`config.mk`:
```
export PLATFORM = sky130hd
export DESIGN_NAME = sorted_task_priority_queue
export DESIGN_NICKNAME = d
export VERILOG_FILES = /design/src/hdl/stpq_pkg.sv /design/src/hdl/stpq_ctrl.sv /design/src/hdl/stpq_datapath.sv /design/src/hdl/sorted_task_priority_queue.sv
export SDC_FILE = /design/constraint.sdc
export NUM_CORES = 1
export LEC_CHECK = 0
export BUFFER_PORTS_ARGS = -buffer_cell sky130_fd_sc_hd__buf_2
export CAP_MARGIN = 30
export CORE_MARGIN = 5
export CORE_UTILIZATION = 40
export DETAILED_ROUTE_END_ITERATION = 6
export HOLD_SLACK_MARGIN = 0.03
export PLACE_DENSITY = 0.54
export SLEW_MARGIN = 40
export SYNTH_ARGS = -nofsm -noshare
export SYNTH_HDL_FRONTEND = slang
export SYNTH_SLANG_ARGS = --single-unit
```
`constraint.sdc`:
```
create_clock -name clk -period 15.66 [get_ports clk]
set_clock_uncertainty 0.1 [all_clocks]
set_input_delay 3.132 -clock clk [delete_from_list [all_inputs] [get_ports clk]]
set_output_delay 3.132 -clock clk [all_outputs]
set_load 0.01 [all_outputs]
```
`src/hdl/stpq_pkg.sv`:
```
package stpq_pkg;

  localparam int QUEUE_DEPTH = 16;
  localparam int ID_BITS     = 8;
  localparam int IDX_W       = $clog2(QUEUE_DEPTH);
  localparam int CNT_W       = $clog2(QUEUE_DEPTH + 1);

  typedef enum logic [0:0] {
    MODE_INSERT = 1'b0,
    MODE_REMOVE = 1'b1
  } mode_t;

  typedef enum logic [1:0] {
    STATUS_DONE    = 2'd0,
    STATUS_FULL    = 2'd1,
    STATUS_MISSING = 2'd2
  } status_t;

  typedef enum logic [1:0] {
    ST_IDLE,
    ST_SCAN,
    ST_FINISH
  } ctl_state_t;

  typedef struct packed {
    mode_t              mode;
    logic [7:0]         task_id;
    logic signed [31:0] priority_req;
  } in_item_t;

  typedef struct packed {
    status_t            status;
    logic               head_valid;
    logic [7:0]         head_id;
    logic signed [31:0] head_priority;
    logic [4:0]         entry_total;
  } out_item_t;

  typedef struct packed {
    logic load;
    logic step;
    logic commit;
  } ctl_cmd_t;

  typedef struct packed {
    logic busy;
    logic out_free;
  } dp_status_t;

endpackage

```
`src/hdl/stpq_ctrl.sv`:
```
module stpq_ctrl (
  input  logic                 clk,
  input  logic                 rst,
  input  logic                 in_valid,
  output logic                 in_stall,
  input  stpq_pkg::dp_status_t status,
  output stpq_pkg::ctl_cmd_t   cmd
);
  import stpq_pkg::*;

  ctl_state_t state;
  ctl_state_t state_next;

  always_ff @(posedge clk) begin
    if (rst) begin
      state <= ST_IDLE;
    end else begin
      state <= state_next;
    end
  end

  always_comb begin
    state_next = state;
    cmd        = '0;
    in_stall   = 1'b1;
    unique case (state)
      ST_IDLE: begin
        in_stall = 1'b0;
        if (in_valid) begin
          cmd.load   = 1'b1;
          state_next = ST_SCAN;
        end
      end
      ST_SCAN: begin
        cmd.step = 1'b1;
        if (!status.busy) begin
          state_next = ST_FINISH;
        end
      end
      ST_FINISH: begin
        if (status.out_free) begin
          cmd.commit = 1'b1;
          state_next = ST_IDLE;
        end
      end
      default: begin
        state_next = ST_IDLE;
      end
    endcase
  end

  a_load_idle: assert property (@(posedge clk) disable iff (rst)
    cmd.load |=> state == ST_SCAN)
    else $error("load did not start a scan");
  a_commit_free: assert property (@(posedge clk) disable iff (rst)
    cmd.commit |-> status.out_free)
    else $error("commit while result register busy");
  a_no_accept_busy: assert property (@(posedge clk) disable iff (rst)
    (state != ST_IDLE) |-> in_stall)
    else $error("input open while an item is in progress");

endmodule

```
`src/hdl/stpq_datapath.sv`:
```
module stpq_datapath (
  input  logic                 clk,
  input  logic                 rst,
  input  stpq_pkg::in_item_t   in_data,
  input  stpq_pkg::ctl_cmd_t   cmd,
  output stpq_pkg::dp_status_t status,
  output logic                 out_valid,
  input  logic                 out_stall,
  output stpq_pkg::out_item_t  out_data
);
  import stpq_pkg::*;

  logic [ID_BITS-1:0] mem_id   [QUEUE_DEPTH];
  logic signed [31:0] mem_prio [QUEUE_DEPTH];

  mode_t              req_mode;
  logic [ID_BITS-1:0] req_id;
  logic signed [31:0] req_prio;

  logic [CNT_W-1:0]   count;
  logic [CNT_W-1:0]   count_next;
  logic [CNT_W-1:0]   rd_idx;
  logic [CNT_W-1:0]   proc_idx;
  logic               proc_vld;
  logic [ID_BITS-1:0] rd_id;
  logic signed [31:0] rd_prio;
  logic [ID_BITS-1:0] carry_id;
  logic signed [31:0] carry_prio;
  logic               found;
  logic [ID_BITS-1:0] head_id;
  logic signed [31:0] head_prio;

  logic               full;
  logic [CNT_W-1:0]   lim;
  logic               rd_more;
  logic               place;
  logic               found_set;
  logic               wr_en;
  logic [IDX_W-1:0]   wr_addr;
  logic [ID_BITS-1:0] wr_id;
  logic signed [31:0] wr_prio;
  status_t            res_status;

  assign full    = (count == CNT_W'(QUEUE_DEPTH));
  assign rd_more = (rd_idx < lim);
  assign place   = !found && ((proc_idx == count) || (rd_prio < req_prio));

  always_comb begin
    if (req_mode == MODE_INSERT) begin
      lim = full ? '0 : count + CNT_W'(1);
    end else begin
      lim = count;
    end
  end

  always_comb begin
    wr_en     = 1'b0;
    wr_addr   = proc_idx[IDX_W-1:0];
    wr_id     = req_id;
    wr_prio   = req_prio;
    found_set = 1'b0;
    if (proc_vld) begin
      if (req_mode == MODE_INSERT) begin
        if (found) begin
          wr_en   = 1'b1;
          wr_id   = carry_id;
          wr_prio = carry_prio;
        end else if (place) begin
          wr_en     = 1'b1;
          found_set = 1'b1;
        end
      end else begin
        if (found) begin
          wr_en   = 1'b1;
          wr_addr = IDX_W'(proc_idx - CNT_W'(1));
          wr_id   = rd_id;
          wr_prio = rd_prio;
        end else if (rd_id == req_id) begin
          found_set = 1'b1;
        end
      end
    end
  end

  always_comb begin
    count_next = count;
    res_status = STATUS_DONE;
    if (req_mode == MODE_INSERT) begin
      if (full) begin
        res_status = STATUS_FULL;
      end else begin
        count_next = count + CNT_W'(1);
      end
    end else begin
      if (found) begin
        count_next = count - CNT_W'(1);
      end else begin
        res_status = STATUS_MISSING;
      end
    end
  end

  assign status.busy     = rd_more || proc_vld;
  assign status.out_free = !out_valid || !out_stall;

  // table storage
  always_ff @(posedge clk) begin
    if (wr_en) begin
      mem_id[wr_addr]   <= wr_id;
      mem_prio[wr_addr] <= wr_prio;
    end
    if (cmd.step) begin
      rd_id   <= mem_id[rd_idx[IDX_W-1:0]];
      rd_prio <= mem_prio[rd_idx[IDX_W-1:0]];
    end
  end

  always_ff @(posedge clk) begin
    if (cmd.load) begin
      req_mode <= in_data.mode;
      req_id   <= in_data.task_id[ID_BITS-1:0];
      req_prio <= in_data.priority_req;
    end
    if (cmd.step) begin
      proc_idx <= rd_idx;
    end
    if (proc_vld && req_mode == MODE_INSERT && (found || place)) begin
      carry_id   <= rd_id;
      carry_prio <= rd_prio;
    end
    if (wr_en && wr_addr == '0) begin
      head_id   <= wr_id;
      head_prio <= wr_prio;
    end
  end

  always_ff @(posedge clk) begin
    if (rst) begin
      count     <= '0;
      rd_idx    <= '0;
      proc_vld  <= 1'b0;
      found     <= 1'b0;
      out_valid <= 1'b0;
    end else begin
      if (cmd.load) begin
        rd_idx   <= '0;
        proc_vld <= 1'b0;
        found    <= 1'b0;
      end else if (cmd.step) begin
        proc_vld <= rd_more;
        if (rd_more) begin
          rd_idx <= rd_idx + CNT_W'(1);
        end
        if (found_set) begin
          found <= 1'b1;
        end
      end
      if (cmd.commit) begin
        count     <= count_next;
        out_valid <= 1'b1;
      end else if (out_valid && !out_stall) begin
        out_valid <= 1'b0;
      end
    end
  end

  always_ff @(posedge clk) begin
    if (cmd.commit) begin
      out_data.status      <= res_status;
      out_data.entry_total <= 5'(count_next);
      if (count_next != '0) begin
        out_data.head_valid    <= 1'b1;
        out_data.head_id       <= 8'(head_id);
        out_data.head_priority <= head_prio;
      end else begin
        out_data.head_valid    <= 1'b0;
        out_data.head_id       <= '0;
        out_data.head_priority <= '0;
      end
    end
  end

  a_count_bound: assert property (@(posedge clk) disable iff (rst)
    count <= CNT_W'(QUEUE_DEPTH))
    else $error("entry count above depth");
  a_insert_grows: assert property (@(posedge clk) disable iff (rst)
    cmd.commit && req_mode == MODE_INSERT && !full |=> count == $past(count) + CNT_W'(1))
    else $error("insert did not add an entry");
  a_proc_range: assert property (@(posedge clk) disable iff (rst)
    proc_vld |-> proc_idx < lim)
    else $error("scan past end of table");
  a_head_flag: assert property (@(posedge clk) disable iff (rst)
    out_valid |-> out_data.head_valid == (out_data.entry_total != '0))
    else $error("head flag disagrees with entry total");

endmodule

```
`src/hdl/sorted_task_priority_queue.sv`:
```
// Each transaction is accepted, makes a single pass over the table through
// its one read and one write port (an insert into a full table and a remove
// from an empty table read no entries), and its result is then registered
// once the result register is free; a stalled result register holds it back.
// A new transaction is accepted only after the last one's result is registered.
// Reset (rst, synchronous): table empty, no result pending, input open.
module sorted_task_priority_queue (
  input  logic                clk,
  input  logic                rst,
  input  logic                in_valid,
  output logic                in_stall,
  input  stpq_pkg::in_item_t  in_data,
  output logic                out_valid,
  input  logic                out_stall,
  output stpq_pkg::out_item_t out_data
);
  import stpq_pkg::*;

  ctl_cmd_t   cmd;
  dp_status_t status;

  stpq_ctrl u_ctrl (
    .clk      (clk),
    .rst      (rst),
    .in_valid (in_valid),
    .in_stall (in_stall),
    .status   (status),
    .cmd      (cmd)
  );

  stpq_datapath u_datapath (
    .clk       (clk),
    .rst       (rst),
    .in_data   (in_data),
    .cmd       (cmd),
    .status    (status),
    .out_valid (out_valid),
    .out_stall (out_stall),
    .out_data  (out_data)
  );

endmodule
```
## Word-level counts from Yosys, hierarchy flattened

Memories as Yosys holds them, arrays and structs flattened. A register that Yosys moved wholly into a read port is not among the register bits.
Cells that the tools add are included.
Widths: inputs -> output; s select.

| storage, ports and cells | value |
|---|---|
| register bits after elaboration | 189 |
| memory bits (writable) | 640 |
| input port bits | 45 |
| output and inout bits | 50 |
| logic and storage cells | 100 |
| memories | 2 |

| cells by class | value |
|---|---|
| add/sub/neg operators | 4 |
| order comparisons | 2 |
| eq/ne operators | 8 |
| multiplexer cells | 44 |
| bitwise gates (word level) | 1 |
| reductions and logical operators | 20 |

Memory list:

| name | words | bits a word | rd ports | clocked after Yosys merged registers in | wr ports | line | RTL |
|---|---|---|---|---|---|---|---|
| u_datapath.mem_prio | 16 | 32 | 1 | 1 | 1 | stpq_datapath.sv:14 | `logic signed [31:0] mem_prio [QUEUE_DEPTH];` |
| u_datapath.mem_id | 16 | 8 | 1 | 1 | 1 | stpq_datapath.sv:13 | `logic [ID_BITS-1:0] mem_id [QUEUE_DEPTH];` |

Operators with widths:

| kind | number |
|---|---|
| $mux 32 | 4 |
| $mux 41 | 1 |
| $lt 32x32->1 | 1 |
| $mux 8 | 4 |
| $mux 5 | 5 |
| $mux 1 | 21 |
| $mux 4 | 3 |
| $add 5x1->5 const B | 2 |
| $mux 2 | 5 |
| $eq 8x8->1 | 1 |
| $ne 2x2->1 const B | 3 |
| $pmux 2 s3 | 1 |
| $eq 5x5->1 | 1 |
| $eq 5x5->1 const B | 1 |
| $logic_and 1x1->1 | 5 |
| $lt 5x5->1 | 1 |
| $reduce_bool 5->1 | 1 |
| $sub 5x1->5 const B | 1 |
| $logic_not 4->1 | 1 |
| $logic_or 1x1->1 | 4 |
| $reduce_and 2->1 | 2 |
| $sub 4x1->4 const B | 1 |
| $logic_not 1->1 | 3 |
| $reduce_and 3->1 | 1 |
| other kinds (6) | 6 |

## Depth between registers and ports, before layout

Gate-level depths: netlist of run 1.

| logic depth | value |
|---|---|
| depth in word-level cells | 9 |
| gate-level depth with buffers | 13 |
| depth with buffers taken out | 11 |

## Modules after synthesis

Synthesis of run 1 repeated with hierarchy kept, for this count alone.

| unflattened totals | value |
|---|---|
| cells, all modules | 1571 |
| area total of the unflattened synthesis | 32562.5 um^2 |

Modules (own cells, without submodules):

| module | instances | cells each | area an instance (um^2) | sequential area each (um^2) |
|---|---|---|---|---|
| stpq_datapath | 1 | 1557 | 32443.6 | 24703.7 |
| stpq_ctrl | 1 | 14 | 118.9 | 40.0 |

## Worst setup path after synthesis of run 1

No wires, ideal clock.

| timing | value |
|---|---|
| path kind | register -> register |
| start point | reg u_datapath.rd_prio[31] (read register of u_datapath.mem_prio) |
| end point | mem u_datapath.mem_id[3][0], enable pin |
| setup time | 495 ps |
| arrival time | 5379 ps |
| required time | 15065 ps |
| slack | 9686 ps |
| stages on the path, launching flop included | 9 |
| buffers on the path | 1 |
| clock period less this slack | 5974 ps |
| cells stage by stage | edfxtp_1 ha_1 nand4_2 or4_4 a2111oi_4 nor2_2 a211o_2 buf_6 nor3b_1 |

| on the way | value |
|---|---|
| cells in the longest elaborated chain, start to end | 9 |

RTL lines:

| item | line | RTL |
|---|---|---|
| start, declared | stpq_datapath.sv:26 | `logic signed [31:0] rd_prio;` |
| $lt 32x32->1 | stpq_datapath.sv:46 | `assign place = !found && ((proc_idx == count) \|\| (rd_prio < req_prio));` |
| $logic_or 1x1->1 | stpq_datapath.sv:46 |  |
| $logic_and 1x1->1 | stpq_datapath.sv:46 |  |
| $mux 1 | stpq_datapath.sv:68 | `end else if (place) begin` |
| $mux 1 | stpq_datapath.sv:64 | `if (found) begin` |
| $mux 1 | stpq_datapath.sv:63 | `if (req_mode == MODE_INSERT) begin` |
| $mux 1 | stpq_datapath.sv:62 | `if (proc_vld) begin` |
| $mux 1 | stpq_datapath.sv:108 | `if (wr_en) begin` |
| $mux 1 (not written as such) | stpq_datapath.sv:109 | `mem_id[wr_addr] <= wr_id;` |
| end, declared | stpq_datapath.sv:13 |  |

No other way between the ends.

## Final worst setup path of run 1

| timing | value |
|---|---|
| start point | reg u_datapath.rd_prio[15] (read register of u_datapath.mem_prio) |
| end point | mem u_datapath.mem_prio[0][4], enable pin |

| on the way | value |
|---|---|
| cells in the longest elaborated chain, start to end | 9 |

RTL lines:

| item | line | RTL |
|---|---|---|
| $lt 32x32->1 | stpq_datapath.sv:46 |  |
| $logic_or 1x1->1 | stpq_datapath.sv:46 |  |
| $logic_and 1x1->1 | stpq_datapath.sv:46 |  |
| $mux 1 | stpq_datapath.sv:68 |  |
| $mux 1 | stpq_datapath.sv:64 |  |
| $mux 1 | stpq_datapath.sv:63 |  |
| $mux 1 | stpq_datapath.sv:62 |  |
| $mux 1 | stpq_datapath.sv:108 |  |
| $mux 1 (not written as such) | stpq_datapath.sv:110 | `mem_prio[wr_addr] <= wr_prio;` |
| end, declared | stpq_datapath.sv:14 |  |

No other way between the ends.

==> flow_summary.yaml, run 1 <==
synth:
  synth_top_area_share_pct: 75.2
  syn_area_per_cell_sq_um: 20.7
  synth_fp_nets: 1654
  synth_cells: 1568
  netlist_top_cells_area: "edfxtp_1 75%, mux4_2 14%, ha_1 1.6%, mux2i_1 1.4%, a21oi_1 1.1%"
  ys.flop_type: "edfxtp_1"
  netlist_area_sq_um: 32500
  post-synth-top-area-cell: "edfxtp_1"
  synthDistinctLibCells: 49
  ys_seq_area_share_pct: 76.1
  synth-async-reset-ratio_pct: 0
  ys_ff_latch: 829
  synth_edf_count: 814
  yosysWarnings: 0
placement:
  numPortBuffers: 94
  post_dp_cell_area_sq_um: 34700
  dp_cells: 2687
  gp_congestion: 0.773
  dp_hpwl_um: 41800
  dp_worst_setup_slack_ns: 10.91
global_routing:
  grt_pass1_vias: 16100
  grt_max_degree: 59
  grt_pass1_wl_um: 113000
  grt_antenna_before_repair: 0
  overflow: 0
  grt_usage_pct: 17.9
cells_and_area:
  antenna_cells: 0
  instances_no_fill: 2836
  stdcell_area_sq_um: 37400
  synthToLayoutAreaGrowth_pct: 15.1
  drive_gt1_share_pct: 30.0
  final_nets: 1802
critical_path:
  crit_path_end_kind: "register"
  start_kind: "register"
  required_ns: 15.80
  critPathMaxFanout: 33
  critPathKind: "reg2reg"
  cp.arrival_ns: 4.90
timing:
  worst_slew_pin_slew_ns: 0.846
  setup_violations: 0
  timing.final.crit_period_ns: 4.76
  finalMaxSlewViolations: 0
  fmax_ghz: 0.210
  period_share_pct: 30.4
  rsz0062_at_grt: "false"
  slew_headroom_pct: 43.6
  final_hold_viol_count: 0
  worst_slack_ns: 10.90
  tns_ns: 0
clock_network:
  cts-root-buf: "clkbuf_16"
  clock-sinks: 829
  cts.reportedPaths.clkPinSlew_ns: 0.06
  cts_tree: "built"
  post_cts_buffers: 0
  cts_buffers: 87
  cts-hold-fix-buffers: 0
  htreeDepth: 3
  clock_latency_ns: 0.63
  ctsLongestPathBuffers: 3
  postCtsResizedCells: 0
route:
  vias: 15500
  routed_wl_um: 77900
  firstDrtPassIters: 5
  ant_nets: 0
  drcViolationCount: 0
  vias_per_cell: 5.48
  avgRoutedWirePerCell_um: 27.5
  drt-initial-drc-count: 1512
status:
  outcome: "complete, no violations"
hold_path:
  hold_path_class: "reg2reg"
pwr:
  power_w: 0.00466
  power_density_nw_per_um2: 124
  irDropWorstVdd_uv: 75.3
  p_leak_nw: 11.9
floorplan:
  fp.dieArea_sq_um: 87100
  initial_core_util_pct: 40.4
  dieWidth_um: 295
  fp.coreArea_sq_um: 80500
  fp.dieH_um: 295
  row_count: 104
  io_pins: 95
flow_run:
  maxCapViolations: 0
## sequential cells by signal, summed over array words and instances, names as in the netlist
signal,flops
u_ctrl.state,2
u_datapath.carry_id,8
u_datapath.carry_prio,32
u_datapath.count,5
u_datapath.found,1
u_datapath.mem_id,128
u_datapath.mem_prio,512
u_datapath.out_data,48
u_datapath.out_valid,1
u_datapath.proc_idx,5
u_datapath.proc_vld,1
u_datapath.rd_id,8
u_datapath.rd_idx,5
u_datapath.rd_prio,32
u_datapath.req_id,8
u_datapath.req_mode,1
u_datapath.req_prio,32
## placed cells by master, fill, tap and decap left out, types with 17 or more instances in the layout
cell / n
a21oi_1: 32
a21oi_2: 40
buf_2: 94
buf_4: 32
clkbuf_1: 17
clkbuf_16: 90
clkinv_2: 18
edfxtp_1: 814
ha_1: 41
inv_1: 44
mux2i_1: 46
mux4_2: 200
nand2_1: 19
nor2_1: 73
nor2b_1: 43
## critical path, cell delays in order (launching register included)
cell	delay (ns)
edfxtp_1	0.42
ha_1	0.32
nand2_1	0.09
nor4_1	0.44
a32oi_1	0.32
a2111oi_4	0.57
nor2_2	0.09
a211o_2	0.49
nor3b_2	0.75
buf_4	0.74
## where the power goes
group	internal [W]	switching [W]
logic	0.0000585	0.000115
registers	0.00247	0.0000140
clock network	0.00118	0.000825
total	0.00370	0.000954
## final cells by class
type / instances / area, sq um
multi-input cells: 614 / 7570
repair buffers: 138 / 863
fillers: 6668 / 43100
well taps: 1060 / 1330
flip-flops and latches: 829 / 24800
clock inverters: 42 / 417
clock buffers: 107 / 2320
inverters: 46 / 174
## per-stage QoR
stage          hold WS [ns]  util, %
3_5_place_dp          0.372     43.1
4_1_cts               0.390     46.5
3_3_place_gp          0.359     42.8
5_1_grt               0.404     46.5
2_1_floorplan         0.331        -
6_report              0.388     46.5
## final timing paths
check,startpoint,to,slack [ns],depth (start not counted)
hold / removal,u_datapath.rd_prio[5],u_datapath.carry_prio[5],0.39,0
hold reg to reg,u_datapath.rd_prio[5],u_datapath.carry_prio[5],0.39,0
setup / recovery,u_datapath.rd_prio[15],u_datapath.mem_prio[0][4],10.90,9
setup reg to reg,u_datapath.rd_prio[15],u_datapath.mem_prio[0][4],10.90,9
## Yosys cell counts, drive strengths merged, types with 2 or more instances
cell and count:
mux2i 46, mux4 200, nor3b 6, xnor2 7, o211ai 3, nor4 3
a211oi 3, a31oi 5, o21a 3, edfxtp 814, inv 45, nor2b 43
ha 41, nand4 4, nor3 20, nand2 19, dfxtp 15, nand2b 5
o21ai 13, or2 2, nand3 5, a21oi 72, xor2 16, buf 24
nor2 76, and2 3, clkbuf 55, and3 3
## routing by layer
metal	track usage (%)	vias up	wire length (um)
li1	-	6679	-
met1	26.1	8371	35200
met2	28.9	407	37700
met3	2.71	90	3750
met4	4.30	0	1360
met5	0	-	0
## cell families after synthesis
family          count (synthesis)  synth area share, %
compound gates                110                 1.97
flops                         829                 76.1
buf+inv                       125                 1.47
xor+xnor                       23                0.619
mux                           247                 15.3
simple gates                  193                 2.98
fa+ha+maj                      41                 1.58
No activity file was read; power rests on OpenSTA's default activity.
==> run 2: changes to the inputs <==
Settings changed: ABC_AREA set to 1, PLACE_DENSITY 0.54 to 0.56.
Clock period 15.66 ns to 4.05 ns, I/O delays scaled along.
==> flow_summary.yaml, run 2 <==
status:
  outcome: "complete, no violations"
clock_network:
  ctsLongestPathBuffers: 3
  cts.reportedPaths.clkPinSlew_ns: 0.06
  cts_buffers: 86
  cts-root-buf: "clkbuf_16"
  cts-hold-fix-buffers: 0
  clock_latency_ns: 0.63
  postCtsResizedCells: 0
  post_cts_buffers: 0
  htreeDepth: 3
  cts_tree: "built"
  clock-sinks: 829
synth:
  ys_seq_area_share_pct: 74.4
  synthDistinctLibCells: 42
  yosysWarnings: 0
  synth-async-reset-ratio_pct: 0
  synth_top_area_share_pct: 73.5
  synth_edf_count: 814
  ys.flop_type: "edfxtp_1"
  synth_fp_nets: 2657
  ys_ff_latch: 829
  netlist_area_sq_um: 33300
  synth_cells: 2571
  syn_area_per_cell_sq_um: 12.9
  post-synth-top-area-cell: "edfxtp_1"
  yosys-top-cells-count: "814 x edfxtp_1, 387 x o21ai_0, 356 x nor2_1"
  yosysMostFrequentCell: "edfxtp_1"
  netlist_top_cells_area: "edfxtp_1 73%, o21ai_0 5.8%, nor2_1 4.0%, nand2_1 2.4%, inv_1 1.7%"
critical_path:
  critPathMaxFanout: 11
  cp.arrival_ns: 3.83
  max_stage_delay_ns: 0.46
  critical_path.top_delay_family: "simple AND/OR/NAND/NOR gates"
  critPathKind: "reg2reg"
  cp_slowest_cell: "ha_1"
  crit_buf_inv: 1
  start_kind: "register"
  path_cells: "ha_1 > nand2_1 > nor2_1 > nand4_1 > nor2_1 > nand2_1 > nand2_1 > nand2_1 > nand3_1 > nand2_1 > nand2_1 > nand2_1 > nor2_4 > buf_4"
  required_ns: 4.27
  crit_path_end_kind: "register"
  path_common_cell: "nand2_1"
cells_and_area:
  antenna_cells: 0
  final_common_cell: "edfxtp_1"
  drive_gt1_share_pct: 13.4
  max_flop_register: "u_datapath.mem_prio"
  instances_no_fill: 3818
  stdcell_area_sq_um: 38200
  reg_top3: "u_datapath.mem_prio: 512 flops, u_datapath.mem_id: 128 flops, u_datapath.out_data: 48 flops"
  seq_area_sq_um: 24800
  multi_input_area_sq_um: 7400
  final_nets: 2768
  final_cell_mix: "814 x edfxtp_1, 387 x o21ai_0, 336 x nor2_1"
  fillers: 7287
  synthToLayoutAreaGrowth_pct: 14.9
  largest_reg_flops: 512
floorplan:
  row_count: 105
  dieWidth_um: 298
  fp.dieArea_sq_um: 89000
  io_pins: 95
  fp.dieH_um: 298
  initial_core_util_pct: 40.4
  fp.coreArea_sq_um: 82200
timing:
  period_share_pct: 89.2
  fmax_ghz: 0.277
  slew_headroom_pct: 46.3
  final_hold_viol_count: 0
  worst_slew_pin_slew_ns: 0.805
  tns_ns: 0
  setup_violations: 0
  finalMaxSlewViolations: 0
  fin_hold_ws_ns: 0.255
  rsz0062_at_grt: "false"
  timing.final.crit_period_ns: 3.61
global_routing:
  grt_pass1_wl_um: 132000
  grt_max_degree: 106
  grt_pass1_vias: 20300
  grt_antenna_before_repair: 0
  overflow: 0
  grt_usage_pct: 19.5
placement:
  dp_cells: 3664
  gp_congestion: 0.811
  dp_hpwl_um: 53600
  numPortBuffers: 94
  post_dp_cell_area_sq_um: 35500
flow_run:
  maxCapViolations: 0
pwr:
  power_density_nw_per_um2: 488
  p_sw_share_pct: 22.7
  clkPwrFrac_pct: 41.8
  irDropWorstVdd_uv: 287
  combPwrFrac_pct: 6.4
  switchingPower_w: 0.00423
  p_leak_nw: 13.0
  power_frac_seq_pct: 51.8
  intPower_w: 0.0144
route:
  firstDrtPassIters: 5
  routed_wl_um: 88900
  drcViolationCount: 0
  vias: 20900
  drt-initial-drc-count: 1986
  vias_per_cell: 5.47
  avgRoutedWirePerCell_um: 23.3
  ant_nets: 0
hold_path:
  hold_path_class: "in2reg"
[run 2: final timing paths]
check / startpoint / to / slack (ns) / cells after the start
setup / recovery: u_datapath.rd_prio[31] / u_datapath.mem_prio[3][25] / 0.44 / 14
hold / removal: in_data[24] / u_datapath.req_prio[24] / 0.26 / 1
setup reg to reg: u_datapath.rd_prio[31] / u_datapath.mem_prio[3][25] / 0.44 / 14
hold reg to reg: u_datapath.rd_id[6] / u_datapath.carry_id[6] / 0.35 / 0
[run 2: area by class of cell]
cell class                 count  share of cell area (%)
multi-input combinational   1428                    19.4
clock inverter                54                    1.29
sequential                   829                    64.8
clock buffer                 100                    5.93
timing repair buffer         174                    3.53
tap                         1070                    3.50
inverter                     163                    1.63
[run 2: worst reg2reg max path: stages, from the launching register on]
cell and delay [ns]:
edfxtp_1 0.41, ha_1 0.46, nand2_1 0.11, nor2_1 0.16, nand4_1 0.15, nor2_1 0.33, nand2_1 0.13, nand2_1 0.08
nand2_1 0.06, nand3_1 0.07, nand2_1 0.10, nand2_1 0.17, nand2_1 0.26, nor2_4 0.40, buf_4 0.32
[run 2: logic make-up (layout without fill, tap and decap cells)]
| family | after synthesis | in the layout | share of synthesized area [%] |
|---|---|---|---|
| AOI/OAI and AO/OA | 645 | 645 | 10.9 |
| and+or+nand+nor | 731 | 731 | 9.05 |
| buffers and inverters | 314 | 491 | 3.82 |
| DFF | 829 | 829 | 74.4 |
| adders and majority gates | 41 | 41 | 1.54 |
| xor gates and xnor gates | 11 | 11 | 0.290 |
[run 2: routing by layer]
metal | part of all wire [%] | GRT usage [%]
met1 | 43 | 27.9
met2 | 47 | 31.0
met3 | 7.7 | 3.64
met4 | 2.1 | 5.47
met5 | 0 | 0
[run 2: power groups by stage]
stage                     sequential (W)  clock (W)  combinational [W]
final                            0.00967    0.00780            0.00119
after global routing             0.00968    0.00834            0.00133
after CTS                        0.00967    0.00797            0.00120
after detailed placement         0.00985          0            0.00120
after global placement           0.00985          0            0.00117
after floorplan                  0.00981          0           0.000743
[run 2: metrics by stage]
stage / worst slack (ns) / total power (W) / util (%)
6_report: 0.436 / 0.0187 / 46.5
5_1_grt: 0.226 / 0.0193 / 46.5
4_1_cts: 0.496 / 0.0188 / 46.5
3_5_place_dp: 0.523 / 0.0111 / 43.1
3_3_place_gp: 0.543 / 0.0110 / 43.1
2_1_floorplan: 0.0936 / 0.0106 / -
